===== src/design/bdc_pkg.sv =====
// ----------------------------------------------------------------------------
// bdc_pkg: shared types and constants of the branch direction chooser
// Holds the policy codes, register indexes, direction codes and the
// configuration struct passed from the register file to the datapath.
// ----------------------------------------------------------------------------
package bdc_pkg;

    // Width of the configuration data and of the pruning limits.
    localparam int CFG_W     = 24;
    // Width of the configuration register index.
    localparam int CFG_IDX_W = 8;
    // Width of the result tdata (one direction bit padded to a byte).
    localparam int OUT_W     = 8;

    // Register indexes on the configuration port.
    localparam logic [CFG_IDX_W-1:0] REG_MODE         = 8'd0;
    localparam logic [CFG_IDX_W-1:0] REG_SINGLE_NODE  = 8'd1;
    localparam logic [CFG_IDX_W-1:0] REG_CURRENT_BEST = 8'd2;
    localparam logic [CFG_IDX_W-1:0] REG_INITIAL_BEST = 8'd3;

    // Reset values of the limit registers.
    localparam logic [CFG_W-1:0] BEST_RESET = 24'hFFFFFF;

    // Branching direction codes.
    localparam logic DIR_BEGIN = 1'b0;
    localparam logic DIR_END   = 1'b1;

    // Decision policy.
    typedef enum logic [1:0] {
        MODE_BEGIN  = 2'd0,
        MODE_SUM    = 2'd1,
        MODE_PRUNED = 2'd2,
        MODE_MIN    = 2'd3
    } mode_t;

    // Configuration seen by the datapath.
    typedef struct packed {
        mode_t            mode;
        logic             single_node;
        logic [CFG_W-1:0] current_best;
        logic [CFG_W-1:0] initial_best;
    } cfg_t;

endpackage


===== src/design/bdc_cfg_regs.sv =====
// ----------------------------------------------------------------------------
// bdc_cfg_regs: configuration register file
// Takes register writes by index and presents the policy and limits as one
// struct. Writes to indexes beyond the register list are ignored.
// ----------------------------------------------------------------------------
module bdc_cfg_regs
    import bdc_pkg::*;
(
    input  logic                 clk,
    input  logic                 rst_n,
    input  logic                 cfg_valid,
    output logic                 cfg_ready,
    input  logic [CFG_IDX_W-1:0] cfg_index,
    input  logic [CFG_W-1:0]     cfg_data,
    output cfg_t                 cfg
);

    cfg_t cfg_reg;

    // The register file can always take a write.
    assign cfg_ready = 1'b1;
    assign cfg       = cfg_reg;

    // Register writes.
    always_ff @(posedge clk or negedge rst_n)
    begin
        if (!rst_n)
        begin
            cfg_reg.mode         <= MODE_BEGIN;
            cfg_reg.single_node  <= 1'b1;
            cfg_reg.current_best <= BEST_RESET;
            cfg_reg.initial_best <= BEST_RESET;
        end
        else if (cfg_valid)
        begin
            case (cfg_index)
                REG_MODE:         cfg_reg.mode         <= mode_t'(cfg_data[1:0]);
                REG_SINGLE_NODE:  cfg_reg.single_node  <= cfg_data[0];
                REG_CURRENT_BEST: cfg_reg.current_best <= cfg_data;
                REG_INITIAL_BEST: cfg_reg.initial_best <= cfg_data;
                default:          ;
            endcase
        end
    end

endmodule


===== src/design/bdc_in_stage.sv =====
// ----------------------------------------------------------------------------
// bdc_in_stage: input register
// Captures one bound pair per cycle while not stalled; holds it until the
// accumulator takes it. It refills in the same cycle that its item moves on.
// ----------------------------------------------------------------------------
module bdc_in_stage
    import bdc_pkg::*;
#(
    parameter int COST_BITS = 24,
    parameter int DATA_W    = 48
)
(
    input  logic                 clk,
    input  logic                 rst_n,
    input  logic                 s_axis_tvalid,
    output logic                 s_axis_tready,
    input  logic [DATA_W-1:0]    s_axis_tdata,
    input  logic                 s_axis_tlast,
    input  logic                 advance,
    output logic                 item_valid,
    output logic [COST_BITS-1:0] cost_front,
    output logic [COST_BITS-1:0] cost_back,
    output logic                 is_last
);

    logic                 valid_reg;
    logic [COST_BITS-1:0] front_reg;
    logic [COST_BITS-1:0] back_reg;
    logic                 last_reg;
    logic                 load;

    // Ready when empty or when the held item leaves this cycle.
    assign s_axis_tready = !valid_reg || advance;
    assign load          = s_axis_tvalid && s_axis_tready;

    // Valid flag.
    always_ff @(posedge clk or negedge rst_n)
    begin
        if (!rst_n)
        begin
            valid_reg <= 1'b0;
        end
        else if (s_axis_tready)
        begin
            valid_reg <= s_axis_tvalid;
        end
    end

    // Payload.
    always_ff @(posedge clk)
    begin
        if (load)
        begin
            front_reg <= s_axis_tdata[COST_BITS-1:0];
            back_reg  <= s_axis_tdata[2*COST_BITS-1:COST_BITS];
            last_reg  <= s_axis_tlast;
        end
    end

    assign item_valid = valid_reg;
    assign cost_front = front_reg;
    assign cost_back  = back_reg;
    assign is_last    = last_reg;

endmodule


===== src/design/bdc_accum.sv =====
// ----------------------------------------------------------------------------
// bdc_accum: decision accumulator
// Folds one bound pair per cycle while advance is high into the running sums,
// the pruned balance and the minimum tracker, and on the last pair of a
// decision computes the direction from the updated state and clears the state.
// ----------------------------------------------------------------------------
module bdc_accum
    import bdc_pkg::*;
#(
    parameter int COST_BITS = 24,
    parameter int BAL_W     = 12,
    parameter int SUM_W     = 36
)
(
    input  logic                 clk,
    input  logic                 rst_n,
    input  cfg_t                 cfg,
    input  logic                 advance,
    input  logic [COST_BITS-1:0] cost_front,
    input  logic [COST_BITS-1:0] cost_back,
    input  logic                 is_last,
    output logic                 direction
);

    localparam int CMP_W = (COST_BITS > CFG_W) ? COST_BITS : CFG_W;
    localparam int MIN_W = COST_BITS + 1;
    localparam logic [MIN_W-1:0] MIN_RESET = {1'b1, {COST_BITS{1'b0}}};

    logic [SUM_W-1:0] total_reg;
    logic [SUM_W-1:0] total_next;
    logic [SUM_W-1:0] open_reg;
    logic [SUM_W-1:0] open_next;
    logic [BAL_W-1:0] pruned_reg;
    logic [BAL_W-1:0] pruned_next;
    logic [MIN_W-1:0] minimum_reg;
    logic [MIN_W-1:0] minimum_next;
    logic [BAL_W-1:0] min_bal_reg;
    logic [BAL_W-1:0] min_bal_next;

    logic [CFG_W-1:0] limit;
    logic             prune_front;
    logic             prune_back;
    logic [SUM_W-1:0] open_add;
    logic [SUM_W-1:0] open_sub;
    logic [MIN_W-1:0] front_ext;
    logic [MIN_W-1:0] back_ext;
    logic             front_new_min;
    logic             back_new_min;
    logic [MIN_W-1:0] min_after_front;
    logic [BAL_W-1:0] bal_after_front;
    logic [BAL_W-1:0] bal_reset_front;
    logic [BAL_W-1:0] bal_reset_back;

    // Sums and pruning against the selected limit.
    always_comb
    begin
        limit       = cfg.single_node ? cfg.current_best : cfg.initial_best;
        prune_front = CMP_W'(cost_front) >= CMP_W'(limit);
        prune_back  = CMP_W'(cost_back) >= CMP_W'(limit);
        open_add    = prune_front ? '0 : SUM_W'(cost_front);
        open_sub    = prune_back ? '0 : SUM_W'(cost_back);
        total_next  = total_reg + SUM_W'(cost_front) - SUM_W'(cost_back);
        open_next   = open_reg + open_add - open_sub;
        pruned_next = pruned_reg + BAL_W'(prune_front) - BAL_W'(prune_back);
    end

    // Minimum tracker: front bound first, then back bound.
    always_comb
    begin
        front_ext       = MIN_W'(cost_front);
        back_ext        = MIN_W'(cost_back);
        front_new_min   = (cost_front != '0) && (front_ext < minimum_reg);
        min_after_front = front_new_min ? front_ext : minimum_reg;
        bal_reset_front = front_new_min ? '0 : min_bal_reg;
        bal_after_front = (front_ext == min_after_front) ?
                          bal_reset_front + BAL_W'(1) : bal_reset_front;
        back_new_min    = (cost_back != '0) && (back_ext < min_after_front);
        minimum_next    = back_new_min ? back_ext : min_after_front;
        bal_reset_back  = back_new_min ? '0 : bal_after_front;
        min_bal_next    = (back_ext == minimum_next) ?
                          bal_reset_back - BAL_W'(1) : bal_reset_back;
    end

    // Direction from the state including the last pair.
    always_comb
    begin
        case (cfg.mode)
            MODE_SUM:
            begin
                direction = total_next[SUM_W-1] ? DIR_END : DIR_BEGIN;
            end
            MODE_PRUNED:
            begin
                if (pruned_next != '0)
                    direction = pruned_next[BAL_W-1] ? DIR_END : DIR_BEGIN;
                else
                    direction = open_next[SUM_W-1] ? DIR_END : DIR_BEGIN;
            end
            MODE_MIN:
            begin
                if (min_bal_next != '0)
                    direction = min_bal_next[BAL_W-1] ? DIR_BEGIN : DIR_END;
                else if ((pruned_next != '0) && !pruned_next[BAL_W-1])
                    direction = DIR_BEGIN;
                else
                    direction = DIR_END;
            end
            default:
            begin
                direction = DIR_BEGIN;
            end
        endcase
    end

    // State registers; the last pair of a decision clears them.
    always_ff @(posedge clk or negedge rst_n)
    begin
        if (!rst_n)
        begin
            total_reg   <= '0;
            open_reg    <= '0;
            pruned_reg  <= '0;
            minimum_reg <= MIN_RESET;
            min_bal_reg <= '0;
        end
        else if (advance)
        begin
            if (is_last)
            begin
                total_reg   <= '0;
                open_reg    <= '0;
                pruned_reg  <= '0;
                minimum_reg <= MIN_RESET;
                min_bal_reg <= '0;
            end
            else
            begin
                total_reg   <= total_next;
                open_reg    <= open_next;
                pruned_reg  <= pruned_next;
                minimum_reg <= minimum_next;
                min_bal_reg <= min_bal_next;
            end
        end
    end

endmodule


===== src/design/bdc_out_reg.sv =====
// ----------------------------------------------------------------------------
// bdc_out_reg: result register
// Holds one direction item until the consumer takes it. A new result may
// load in the same cycle that the held one is taken.
// ----------------------------------------------------------------------------
module bdc_out_reg
    import bdc_pkg::*;
(
    input  logic             clk,
    input  logic             rst_n,
    input  logic             load,
    input  logic             direction,
    output logic             free,
    output logic             m_axis_tvalid,
    input  logic             m_axis_tready,
    output logic [OUT_W-1:0] m_axis_tdata
);

    logic valid_reg;
    logic dir_reg;

    assign free = !valid_reg || m_axis_tready;

    // Valid flag.
    always_ff @(posedge clk or negedge rst_n)
    begin
        if (!rst_n)
        begin
            valid_reg <= 1'b0;
        end
        else if (free)
        begin
            valid_reg <= load;
        end
    end

    // Payload.
    always_ff @(posedge clk)
    begin
        if (load)
        begin
            dir_reg <= direction;
        end
    end

    assign m_axis_tvalid = valid_reg;
    assign m_axis_tdata  = {{(OUT_W-1){1'b0}}, dir_reg};

endmodule


===== src/design/branch_direction_chooser_unit.sv =====
// ----------------------------------------------------------------------------
// branch_direction_chooser_unit: branching direction for branch-and-bound
// Streams one job's pair of child bounds per item and, on the last pair of a
// decision, emits the chosen branching direction according to the policy.
// ----------------------------------------------------------------------------
// Path: a last input item passes the input register, then the result register.
// Throughput: one item per cycle while the result register takes last items.
// Non-last items produce no result; backpressure stalls only last items.
// Reset: rst_n clears configuration to its defaults and all running state.
// ----------------------------------------------------------------------------
module branch_direction_chooser_unit
    import bdc_pkg::*;
#(
    parameter int MAX_JOBS  = 1024,
    parameter int COST_BITS = 24
)
(
    input  logic                 clk,
    input  logic                 rst_n,
    // Input items.
    input  logic                 s_axis_tvalid,
    output logic                 s_axis_tready,
    // [COST_BITS-1:0] cost_front, [2*COST_BITS-1:COST_BITS] cost_back, zero pad
    input  logic [((2*COST_BITS+7)/8)*8-1:0] s_axis_tdata,
    // is_last
    input  logic                 s_axis_tlast,
    // Result items.
    output logic                 m_axis_tvalid,
    input  logic                 m_axis_tready,
    // [0] direction, zero pad
    output logic [OUT_W-1:0]     m_axis_tdata,
    // Configuration writes.
    input  logic                 cfg_valid,
    output logic                 cfg_ready,
    input  logic [CFG_IDX_W-1:0] cfg_index,
    input  logic [CFG_W-1:0]     cfg_data
);

    localparam int DATA_W = ((2*COST_BITS+7)/8)*8;
    localparam int BAL_W  = $clog2(MAX_JOBS) + 2;
    localparam int SUM_W  = COST_BITS + BAL_W;

    cfg_t                 cfg;
    logic                 item_valid;
    logic [COST_BITS-1:0] cost_front;
    logic [COST_BITS-1:0] cost_back;
    logic                 is_last;
    logic                 out_free;
    logic                 advance;
    logic                 direction;
    logic                 result_load;

    // An item moves on unless it is a last item facing a full result register.
    assign advance     = item_valid && (!is_last || out_free);
    assign result_load = advance && is_last;

    bdc_cfg_regs u_cfg_regs (
        .clk       (clk),
        .rst_n     (rst_n),
        .cfg_valid (cfg_valid),
        .cfg_ready (cfg_ready),
        .cfg_index (cfg_index),
        .cfg_data  (cfg_data),
        .cfg       (cfg)
    );

    bdc_in_stage #(
        .COST_BITS (COST_BITS),
        .DATA_W    (DATA_W)
    ) u_in_stage (
        .clk           (clk),
        .rst_n         (rst_n),
        .s_axis_tvalid (s_axis_tvalid),
        .s_axis_tready (s_axis_tready),
        .s_axis_tdata  (s_axis_tdata),
        .s_axis_tlast  (s_axis_tlast),
        .advance       (advance),
        .item_valid    (item_valid),
        .cost_front    (cost_front),
        .cost_back     (cost_back),
        .is_last       (is_last)
    );

    bdc_accum #(
        .COST_BITS (COST_BITS),
        .BAL_W     (BAL_W),
        .SUM_W     (SUM_W)
    ) u_accum (
        .clk        (clk),
        .rst_n      (rst_n),
        .cfg        (cfg),
        .advance    (advance),
        .cost_front (cost_front),
        .cost_back  (cost_back),
        .is_last    (is_last),
        .direction  (direction)
    );

    bdc_out_reg u_out_reg (
        .clk           (clk),
        .rst_n         (rst_n),
        .load          (result_load),
        .direction     (direction),
        .free          (out_free),
        .m_axis_tvalid (m_axis_tvalid),
        .m_axis_tready (m_axis_tready),
        .m_axis_tdata  (m_axis_tdata)
    );

`ifndef SYNTHESIS
    // A result only appears after a last item was folded in.
    assert property (@(posedge clk) disable iff (!rst_n)
        $rose(m_axis_tvalid) |-> $past(result_load))
        else $error("result appeared without a last item");

    // A last item never overwrites a result that is still waiting.
    assert property (@(posedge clk) disable iff (!rst_n)
        result_load |-> out_free)
        else $error("last item advanced into a full result register");

    // A held item that does not move on is still held next cycle.
    assert property (@(posedge clk) disable iff (!rst_n)
        (item_valid && !advance) |=> item_valid)
        else $error("input item lost while stalled");
`endif

endmodule


===== config.mk =====
export PLATFORM = sky130hd
export DESIGN_NAME = branch_direction_chooser_unit
export DESIGN_NICKNAME = d
export VERILOG_FILES = /design/src/design/bdc_pkg.sv /design/src/design/bdc_cfg_regs.sv /design/src/design/bdc_in_stage.sv /design/src/design/bdc_accum.sv /design/src/design/bdc_out_reg.sv /design/src/design/branch_direction_chooser_unit.sv
export SDC_FILE = /design/constraint.sdc
export NUM_CORES = 1
export LEC_CHECK = 0
export BUFFER_PORTS_ARGS = -buffer_cell sky130_fd_sc_hd__buf_2
export CORE_UTILIZATION = 38
export CTS_BUF_LIST = sky130_fd_sc_hd__clkbuf_2 sky130_fd_sc_hd__clkbuf_4 sky130_fd_sc_hd__clkbuf_8
export DETAILED_ROUTE_END_ITERATION = 8
export PLACE_DENSITY = 0.57
export SLEW_MARGIN = 40
export SYNTH_ARGS = -nofsm -noshare
export SYNTH_HDL_FRONTEND = slang
export SYNTH_HIERARCHICAL = 1
export SYNTH_SLANG_ARGS = --single-unit

===== constraint.sdc =====
create_clock -name clk -period 13.38 [get_ports clk]
set_clock_uncertainty 0.15 [all_clocks]
set_input_delay 1.338 -clock clk [delete_from_list [all_inputs] [get_ports clk]]
set_output_delay 1.338 -clock clk [all_outputs]
set_load 0.02 [all_outputs]

Word level (Yosys, flattened, before mapping)
Cells that the tools add are included. Widths: inputs -> output; s select.

Register bits after elaboration: 224. Output and inout port bits: 11. Logic and storage cells: 79. Bits of input ports: 86.

Muxes and demuxes: 22. Add/sub/neg operators: 8. Equality and inequality tests: 8. Magnitude comparators: 4. Reduce and logical (&&, ||, !) cells: 22.

Operator list (number): $mux 25 (3); $mux 12 (6); $mux 24 (3); $mux 36 (2); $eq 24x25->1 (2); $lt 24x25->1 (2); $ge 24x24->1 (2); $reduce_bool 24->1 (2); $add 36x24->36 (1); $add 36x36->36 (1); $sub 36x24->36 (1); $sub 36x36->36 (1); $reduce_bool 12->1 (2); $eq 8x2->1 const B (2); $add 12x1->12 (1); $add 12x1->12 const B (1); $sub 12x1->12 (1); $sub 12x1->12 const B (1); $eq 8x1->1 const B (1); $logic_not 8->1 (1); $reduce_and 2->1 (4); $mux 1 (7); $logic_and 1x1->1 (6); $eq 2x2->1 const B (2); other kinds (4) (9).

Logic depth before layout (Yosys ltp)
Gate-level depths: netlist of run 1.

Depth in word-level cells: 11. Mapped depth: 30.

Modules after synthesis
The synthesis of run 1 kept the hierarchy.

By module, submodules not included: bdc_accum (area each 14451.4 µm², cells an instance 1768, instances 1); bdc_cfg_regs (area each 2128.3 µm², cells an instance 115, instances 1); bdc_in_stage (area each 1525.2 µm², cells an instance 53, instances 1); bdc_out_reg (area each 141.4 µm², cells an instance 13, instances 1); branch_direction_chooser_unit (area each 18.8 µm², cells an instance 3, instances 1).

Worst setup path before layout of run 1
Ideal clock, no wire load.

Kind: register to register. From: register u_cfg_regs.cfg_reg (netlist bit u_cfg_regs/cfg[48]). To: register u_out_reg.dir_reg (data pin). Path slack: 6.552 ns. Library setup time: 0.256 ns. Stages on the path, launching flop included: 29. Arrival: 6.422 ns. Buffers on the path: 2. Required time: 12.974 ns. Path through: dfstp_2 > clkbuf_1 > mux2_2 > ha_1 > nand2b_1 > a21o_1 > a21o_1 > a21o_1 > a21o_1 > a2111oi_0 > o21bai_1 > a21oi_1 > o21ai_0 > a21oi_1 > clkbuf_1 > ha_1 > inv_1 > ha_1 > a211oi_1 > o21bai_1 > a2111oi_0 > o41ai_1 > a221o_1 > a21oi_1 > o31a_1 > nand4_1 > a2111oi_4 > nand4_1 > o211a_1.

Longest elaborated chain between the ends: 9. Elaborated cells between the ends (all ways): 18.

RTL lines: from (decl) (RTL line bdc_cfg_regs.sv:18) `cfg_t cfg_reg;`; $mux 24 * (RTL line bdc_accum.sv:57) `limit = cfg.single_node ? cfg.current_best : cfg.initial_best;`; branches (longest 7 deep; another with $add 36x36->36); $pmux 1 s3 * (RTL line bdc_accum.sv:87) `case (cfg.mode)`; via direction (RTL line branch_direction_chooser_unit.sv:50) `logic direction;`; to (signal assigned) (RTL line bdc_out_reg.sv:42) `dir_reg <= direction;`; to (decl) (RTL line bdc_out_reg.sv:20) `logic dir_reg;`.

Mark *: on every way through the listed nets, which the timed path passes. A chain may end at the register's enable or synchronous reset.

Worst setup path after layout of run 1
Ends and elaborated chain as after synthesis.

==> results.md, run 1 <==
* Worst hold stages at 1
* Crit Reg-Reg Endpoint: u_out_reg/dir_reg$_DFFE_PP_
* Overall routing resource usage at 23.1%
* Mapped Area at 0.0183 sq mm
* # port buffers at 88
* Reg2Reg Setup Slack at 5.65 ns
* Hold WC Path Type: reg -> reg
* # IOs at 97
* Grt ovf at 0
* Drt first pass iters at 5
* CTS tree: yes
* Number of synthesized flops with an enable pin at 50
* Final WS setup at 5.65 ns
* Vias in the first global route at 15200
* Max Cap Violations at 0
* CP max stage delay at 1.02 ns
* # DRC at 0
* Pwr per Cell Area at 223 mW/mm^2
* Cell area after layout at 0.0205 sq mm
* Rows at 79
* # Post-CTS Setup Buffers at 0
* Pre-CTS setup slack at 5.76 ns
* Clk sinks at 224
* First-pass GRT wire length at 87.7 mm
* LEAKAGE at 9.44 nW
* Drt wl/cell at 21.1 microns
* Final hold slack at 0.341 ns
* Min cycle time layout at 7.73 ns
* Cells after synthesis at 1952
* H-tree levels at 2
* CP Buf/Inv Count at 2
* Share of the synthesized area in the top cell type at 17.0%
* Post-route ant nets at 0
* Worst vdd ir at 99.1 uV
* Ratio of cells with drive above 1 in the final layout at 16.4%
* Antenna diodes at 0
* First-iteration detailed-routing DRC count at 1004
* Syn. warnings at 6
* R2R depth at 27
* Req. time, crit path at 13.58 ns
* Initial antenna violation count at 0
* Largest register FFs at 51
* Final net count at 2375
* Dpl cell area at 0.0195 sq mm
* Worst Path Arrival at 7.94 ns
* Placer congestion estimate at 0.940
* Via count at 15300
* CTS Buf Count at 45
* Final Hold Viols at 0
* Startpoint types: register
* Synth Register Bits at 224
* Multi-input gate area at 0.0111 sq mm
* Unrepaired setup endpoints after global routing: no
* Tot Pwr at 0.00457 W
* Area grow syn2layout at 12.3%
* Critical Path End Type: register
* Run status: finished clean
* Pin count of the biggest net entering global routing at 82
* Full die area at 0.0489 sq mm
* Least-Margin Pin Slew at 0.800 ns
* Die X at 221 microns
* Synth area leader: dfrtp_1
* Final wirelength at 56.9 mm
* Period utilization at 57.8%
* Reg clk slew, reported paths at 0.06 ns
* Detailed placement HPWL at 40.9 mm
* FILL cells at 4566
* Post-CTS sizing at 0
* Asr flop ratio synth at 77.7%
* Hold_buf cts at 0
* Synth cell types at 86
* Hold Path End: u_accum/open_reg[35]$_DFFE_PN0P_
* Largest buffer count on any clock path at 3
* Slowest-stage cell, CP: dfstp_2
* Hold_sp: u_accum/open_reg[35]$_DFFE_PN0P_
* Setup TNS at 0 ns
* Critical R2R Launch: u_cfg_regs/cfg[48]$_DFFE_PN1P_
* Clock root buffer: clkbuf_8
* Most used DFF post-synth: dfrtp_1
* Top cells by area in the synthesized netlist: dfrtp_1 17%, ha_1 12%, edfxtp_1 8.2%
* Fmax at 129 MHz
* Crit-path most repeated cell: a21o_1
* Die H at 221 microns
* Vias per Instance at 5.66
* Setup violators final at 0
* Core Region at 0.0470 sq mm
* CP Class: reg -> reg
* CP delay by family, top: compound AO/OA/AOI/OAI gates
* Slew Limit Fails at 0
* Worst Path Max Fanout at 25
* Worst-skew pair later-pin latency at 0.62 ns
* Slew headroom at 46.6%
* Initial Util at 38.9%
* Post-synthesis area per instance at 9.36 sq um
* Post-synthesis sequential area ratio at 32.4%
* Reg area at 0.00592 sq mm
## stage by stage
step | cells | utilization [%]
finish | 2701 | 43.7
global route | 2701 | 43.7
CTS | 2700 | 43.6
detailed placement | 2619 | 41.5
global placement | 2619 | 41.5
floorplan | 1958 | -
## power breakdown
group / internal (W) / switching (W) / total, W
Sequential: 0.000880 / 0.000139 / 0.00102
Combinational: 0.00115 / 0.00162 / 0.00277
Clock: 0.000458 / 0.000327 / 0.000784
## worst reg2reg max path: cells and delay by family (launching register included)
kind	cells	cell delay, ns
buf+inv	2	0.39
simple gates	3	0.39
fa+ha+maj	3	0.76
flops	1	1.02
compound gates	18	4.33
mux	1	0.44
## kinds of logic after synthesis
group / Yosys count / share of synthesized area [%]
fa+ha+maj: 229 / 17.7
compound gates: 530 / 19.0
simple gates: 429 / 12.3
buf+inv: 337 / 7.43
flops: 224 / 32.4
mux: 80 / 5.16
other cells: 2 / 0.0411
xor+xnor: 121 / 5.96
## per-layer routing
layer	GRT usage (%)	vias to the layer above	routed length, microns
met4	9.50	0	2170
met2	36.1	537	25200
met1	31.2	7407	25500
met5	0	-	0
li1	-	7201	-
met3	4.42	140	4080
## cell usage after synthesis, types with 53 or more instances
library cell and number:
a21o_1 58, nor2_1 85, dfrtp_1 124, clkbuf_1 53
o22ai_1 98, a21oi_1 112, ha_1 180, inv_1 262
xnor2_1 58, o21ai_0 95, nand2_1 114, xor2_1 60
## layout make-up
class                      count  share of cell area, %
inverter                     263                   4.81
clock buffer                  70                   4.30
multi-input combinational   1397                   53.9
timing repair buffer         129                   3.83
tap                          607                   3.70
sequential                   224                   28.9
clock inverter                11                  0.561
## how the worst max path moves through the flow
stage	endpoint	start	slack, ns	cells past startpoint
2_1_floorplan	u_out_reg/dir_reg$_DFFE_PP_	u_cfg_regs/cfg[48]$_DFFE_PN1P_	6.55	28
5_1_grt	u_out_reg/dir_reg$_DFFE_PP_	u_cfg_regs/cfg[48]$_DFFE_PN1P_	5.01	27
6_report	u_out_reg/dir_reg$_DFFE_PP_	u_cfg_regs/cfg[48]$_DFFE_PN1P_	5.65	27
3_5_place_dp	u_out_reg/dir_reg$_DFFE_PP_	u_cfg_regs/cfg[48]$_DFFE_PN1P_	5.76	27
3_3_place_gp	u_out_reg/dir_reg$_DFFE_PP_	u_cfg_regs/cfg[48]$_DFFE_PN1P_	5.91	27
4_1_cts	u_out_reg/dir_reg$_DFFE_PP_	u_cfg_regs/cfg[48]$_DFFE_PN1P_	5.68	27
## placed cells by master (no fill, tap or decap), drive strengths merged, types with 9 or more instances in the layout
master and count:
or3 12, a21o 58, o21a 18, edfxtp 50, nand3 23, o21ai 96, nor3 34, mux2 53
o21bai 14, nor4 21, xor2 60, a21oi 112, a2111oi 12, a211oi 17, dfrtp 124, buf 128
nor2b 10, inv 262, nor2 85, nand2 114, ha 180, mux2i 27, nand4 33, a22o 12
nand2b 22, and2 29, xnor2 60, o211ai 12, clkbuf 71, and3 10, o22ai 98, fa 49
nand3b 9, dfstp 50
No activity file was read; power rests on OpenSTA's default activity.
==> run 2, diff against run 1 <==
--- a/config.mk
+++ b/config.mk
@@ -5,6 +5,7 @@
 export SDC_FILE = /design/constraint.sdc
 export NUM_CORES = 1
 export LEC_CHECK = 0
+export ABC_AREA = 1
 export BUFFER_PORTS_ARGS = -buffer_cell sky130_fd_sc_hd__buf_2
 export CORE_UTILIZATION = 38
 export CTS_BUF_LIST = sky130_fd_sc_hd__clkbuf_2 sky130_fd_sc_hd__clkbuf_4 sky130_fd_sc_hd__clkbuf_8
==> constraint.sdc (replaced) <==
create_clock -name clk -period 7.8 [get_ports clk]
set_clock_uncertainty 0.15 [all_clocks]
set_input_delay 0.78 -clock clk [delete_from_list [all_inputs] [get_ports clk]]
set_output_delay 0.78 -clock clk [all_outputs]
set_load 0.02 [all_outputs]
==> run 2 against run 1 <==
  * Wire length increased by 0.62%
  * Sequential power grew 63%
  * Worst setup slack got worse by 5.1 ns
  * Critical path depth grew 5
  * Maximum frequency is 6.1% higher
  * Via count is 11% higher
  * Synthesized cell count up 27%
  * Utilization down 0.50 points
  * First-iteration DRC count is 8.9% higher
  * Register-to-register slack got worse by 5.1 ns
  * Critical endpoint unchanged
  * Largest cell class unchanged
==> results.md, run 2 <==
* Run status: finished clean
* Sw power at 0.00363 W (+74%)
* Period utilization at 93.5% (+36 points)
* Grt ovf at 0 (unchanged)
* Setup violators final at 0 (unchanged)
* Most used DFF post-synth: dfrtp_1
* Share of the synthesized area in the top cell type at 16.7% (-0.33 points)
* Via count at 17000 (+11%)
* Final hold slack at 0.179 ns (-0.162 ns)
* Crit path to: u_out_reg/dir_reg$_DFFE_PP_
* Clk sinks at 224 (unchanged)
* Worst Path Arrival at 7.49 ns (-0.45 ns)
* Worst-skew pair later-pin latency at 0.63 ns (about the same)
* Final Hold Viols at 0 (unchanged)
* Final Non-Filler Cells at 3240 (+20%)
* Setup TNS at 0 ns (unchanged)
* Worst Path Max Fanout at 36 (+44%)
* Die X at 223 microns (+0.98%)
* Core Region at 0.0480 sq mm (+2.3%)
* Top cells by area in the synthesized netlist: dfrtp_1 17%, ha_1 12%, nand2_1 12%
* Sequential Power Share at 22.5% (+0.2 points)
* CTS tree: yes
* Asr flop ratio synth at 77.7% (unchanged)
* Least-Margin Pin Slew at 0.886 ns (+0.0858 ns)
* Startpoint types: register
* Detailed placement HPWL at 43.2 mm (+5.5%)
* Rows at 80 (+1.3%)
* Most frequent cells in the layout: 583 x nand2_1, 390 x inv_1, 189 x nor2_1, 185 x nand3_1, 180 x ha_1
* Final WS setup at 0.508 ns (-5.14 ns)
* First-pass GRT wire length at 90.4 mm (+3.0%)
* CP Class: reg -> reg
* Slowest-stage cell, CP: edfxtp_1
* Cells after synthesis at 2488 (+27%)
* LEAKAGE at 10.5 nW (+11%)
* Post-synthesis area per instance at 7.49 sq um (-20%)
* Clock network power share at 17.6% (+0.4 points)
* Final net count at 2905 (+22%)
* Largest buffer count on any clock path at 3 (unchanged)
* Crit Reg-Reg Endpoint: u_out_reg/dir_reg$_DFFE_PP_
* # DRC at 0 (unchanged)
* Critical Path End Type: register
* H-tree levels at 2 (unchanged)
* Placer congestion estimate at 0.947 (+0.78%)
* Req. time, crit path at 8.00 ns (-5.58 ns)
* Worst vdd ir at 156 uV (+58%)
* Hold WC Path Type: in -> reg
* Min cycle time layout at 7.29 ns (-0.442 ns)
* Drt first pass iters at 6 (+1)
* Full die area at 0.0499 sq mm (+2.0%)
* Slew Limit Fails at 0 (unchanged)
* Pwr per Cell Area at 356 mW/mm^2 (+60%)
* Clock root buffer: clkbuf_8
* CTS Buf Count at 45 (unchanged)
* R2R depth at 32 (+19%)
* Crit-path most repeated cell: nand2_1
* Drt wl/cell at 17.7 microns (-16%)
* Antenna diodes at 0 (unchanged)
* Pin count of the biggest net entering global routing at 66 (-20%)
* Most common cell after layout, fill and taps aside: nand2_1
* Most common cell in the netlist: nand2_1
* Synth area leader: dfrtp_1
* Post-synthesis sequential area ratio at 31.8% (-0.63 points)
* FILL cells at 4959 (+8.6%)
* Inst Count DP at 3154 (+20%)
* Initial antenna violation count at 0 (unchanged)
* Power Internal at 0.00375 W (+51%)
* Sw frac at 49.2% (+3.5 points)
* Largest register FFs at 51 (unchanged)
* Mapped Area at 0.0186 sq mm (+2.0%)
* Number of synthesized flops with an enable pin at 50 (unchanged)
* Overall routing resource usage at 23.1% (about the same)
* # port buffers at 88 (unchanged)
* Slew headroom at 40.4% (-6.3 points)
* List of most frequent post-synthesis cells: 583 x nand2_1, 390 x inv_1, 190 x nor2_1, 186 x nand3_1, 180 x ha_1
* Syn. warnings at 6 (unchanged)
* Vias in the first global route at 16600 (+9.2%)
* Tot Pwr at 0.00738 W (+61%)
* Vias per Instance at 5.24 (-7.5%)
* Worst setup path start: u_in_stage/cost_front[23]$_DFFE_PP_
* Reg clk slew, reported paths at 0.06 ns (about the same)
* Synth Register Bits at 224 (unchanged)
* Die H at 223 microns (+0.98%)
* Max Cap Violations at 0 (unchanged)
* Area grow syn2layout at 11.4%
* Initial Util at 38.8% (-0.13 points)
* # IOs at 97 (unchanged)
* Synth cell types at 56 (-35%)
* Pre-CTS setup slack at 0.377 ns (-5.38 ns)
* Logic pwr share at 59.9% (-0.7 points)
* Post-route ant nets at 0 (unchanged)
* Fmax at 137 MHz (+6.1%)
* Reg2Reg Setup Slack at 0.51 ns (-5.14 ns)
* First-iteration detailed-routing DRC count at 1093 (+8.9%)
* CP max stage delay at 0.59 ns (-0.43 ns)
* Critical R2R Launch: u_in_stage/cost_front[23]$_DFFE_PP_
* Ratio of cells with drive above 1 in the final layout at 11.5% (-4.9 points)
* Final wirelength at 57.2 mm (+0.62%)
## run 2: repair_timing
action	in CTS	in global routing
resized for setup	0	3
endpoints found under the hold margin	5	0
endpoints found under the setup margin	0	2
buffers inserted	0	2
hold buffers	1	0
## run 2: cell type report
cell class,instances,area [sq um],area share (%)
repair buffers,124,752,3.62
inverters,400,1500,7.25
clock inverters,7,40.0,0.193
multi-input cells,1795,10900,52.3
clock buffers,75,907,4.37
flip-flops and latches,224,5920,28.5
well taps,615,769,3.71
## run 2: worst max-delay path: cells and delay by family, from the launching register on
kind	cells	cell delay (ns)
fa+ha+maj	2	0.68
compound gates	4	0.62
simple gates	21	3.79
buf+inv	4	0.94
xor+xnor	1	0.22
flops	1	0.59
## run 2: layer usage
layer	track usage [%]	up-vias	part of all wire, %
li1	-	8428	-
met1	30.7	7929	45
met2	38.0	504	47
met3	3.17	101	5.1
met4	8.90	0	3.1
met5	0	-	0
## run 2: kinds of logic after synthesis
logic type / Yosys count / share of synthesized area, %
AOI/OAI and AO/OA: 457 / 13.9
buffers and inverters: 475 / 10.4
other: 2 / 0.0403
adders and majority gates: 229 / 17.4
muxes: 24 / 1.30
xor gates and xnor gates: 31 / 1.46
DFF: 224 / 31.8
and+or+nand+nor: 1046 / 23.8
## run 2: worst min path at each step
stage / start / cells past startpoint / slack (ns) / to
6_report: s_axis_tdata[27] / 1 / 0.18 / u_in_stage/cost_back[3]$_DFFE_PP_
3_3_place_gp: u_cfg_regs/cfg[45]$_DFFE_PN1P_ / 2 / 0.30 / u_cfg_regs/cfg[45]$_DFFE_PN1P_
2_1_floorplan: u_cfg_regs/cfg[24]$_DFFE_PN1P_ / 2 / 0.29 / u_cfg_regs/cfg[24]$_DFFE_PN1P_
5_1_grt: s_axis_tdata[3] / 1 / 0.15 / u_in_stage/cost_front[3]$_DFFE_PP_
4_1_cts: s_axis_tdata[33] / 1 / 0.14 / u_in_stage/cost_back[9]$_DFFE_PP_
3_5_place_dp: u_cfg_regs/cfg[2]$_DFFE_PN1P_ / 2 / 0.30 / u_cfg_regs/cfg[2]$_DFFE_PN1P_
## run 2: per-stage QoR
step                      instance area, sq um  util [%]
after floorplan                          18700         -
after global placement                   19700      41.0
after detailed placement                 19700      41.1
after CTS                                20700      43.1
after global routing                     20700      43.2
final                                    20700      43.2
## run 2: power groups by stage
stage               registers (W)  clock network [W]  logic, W
global placement          0.00168                  0   0.00431
finish                    0.00166            0.00130   0.00442
global route              0.00169            0.00138   0.00504
detailed placement        0.00168                  0   0.00437
floorplan                 0.00162                  0   0.00336
CTS                       0.00166            0.00134   0.00439
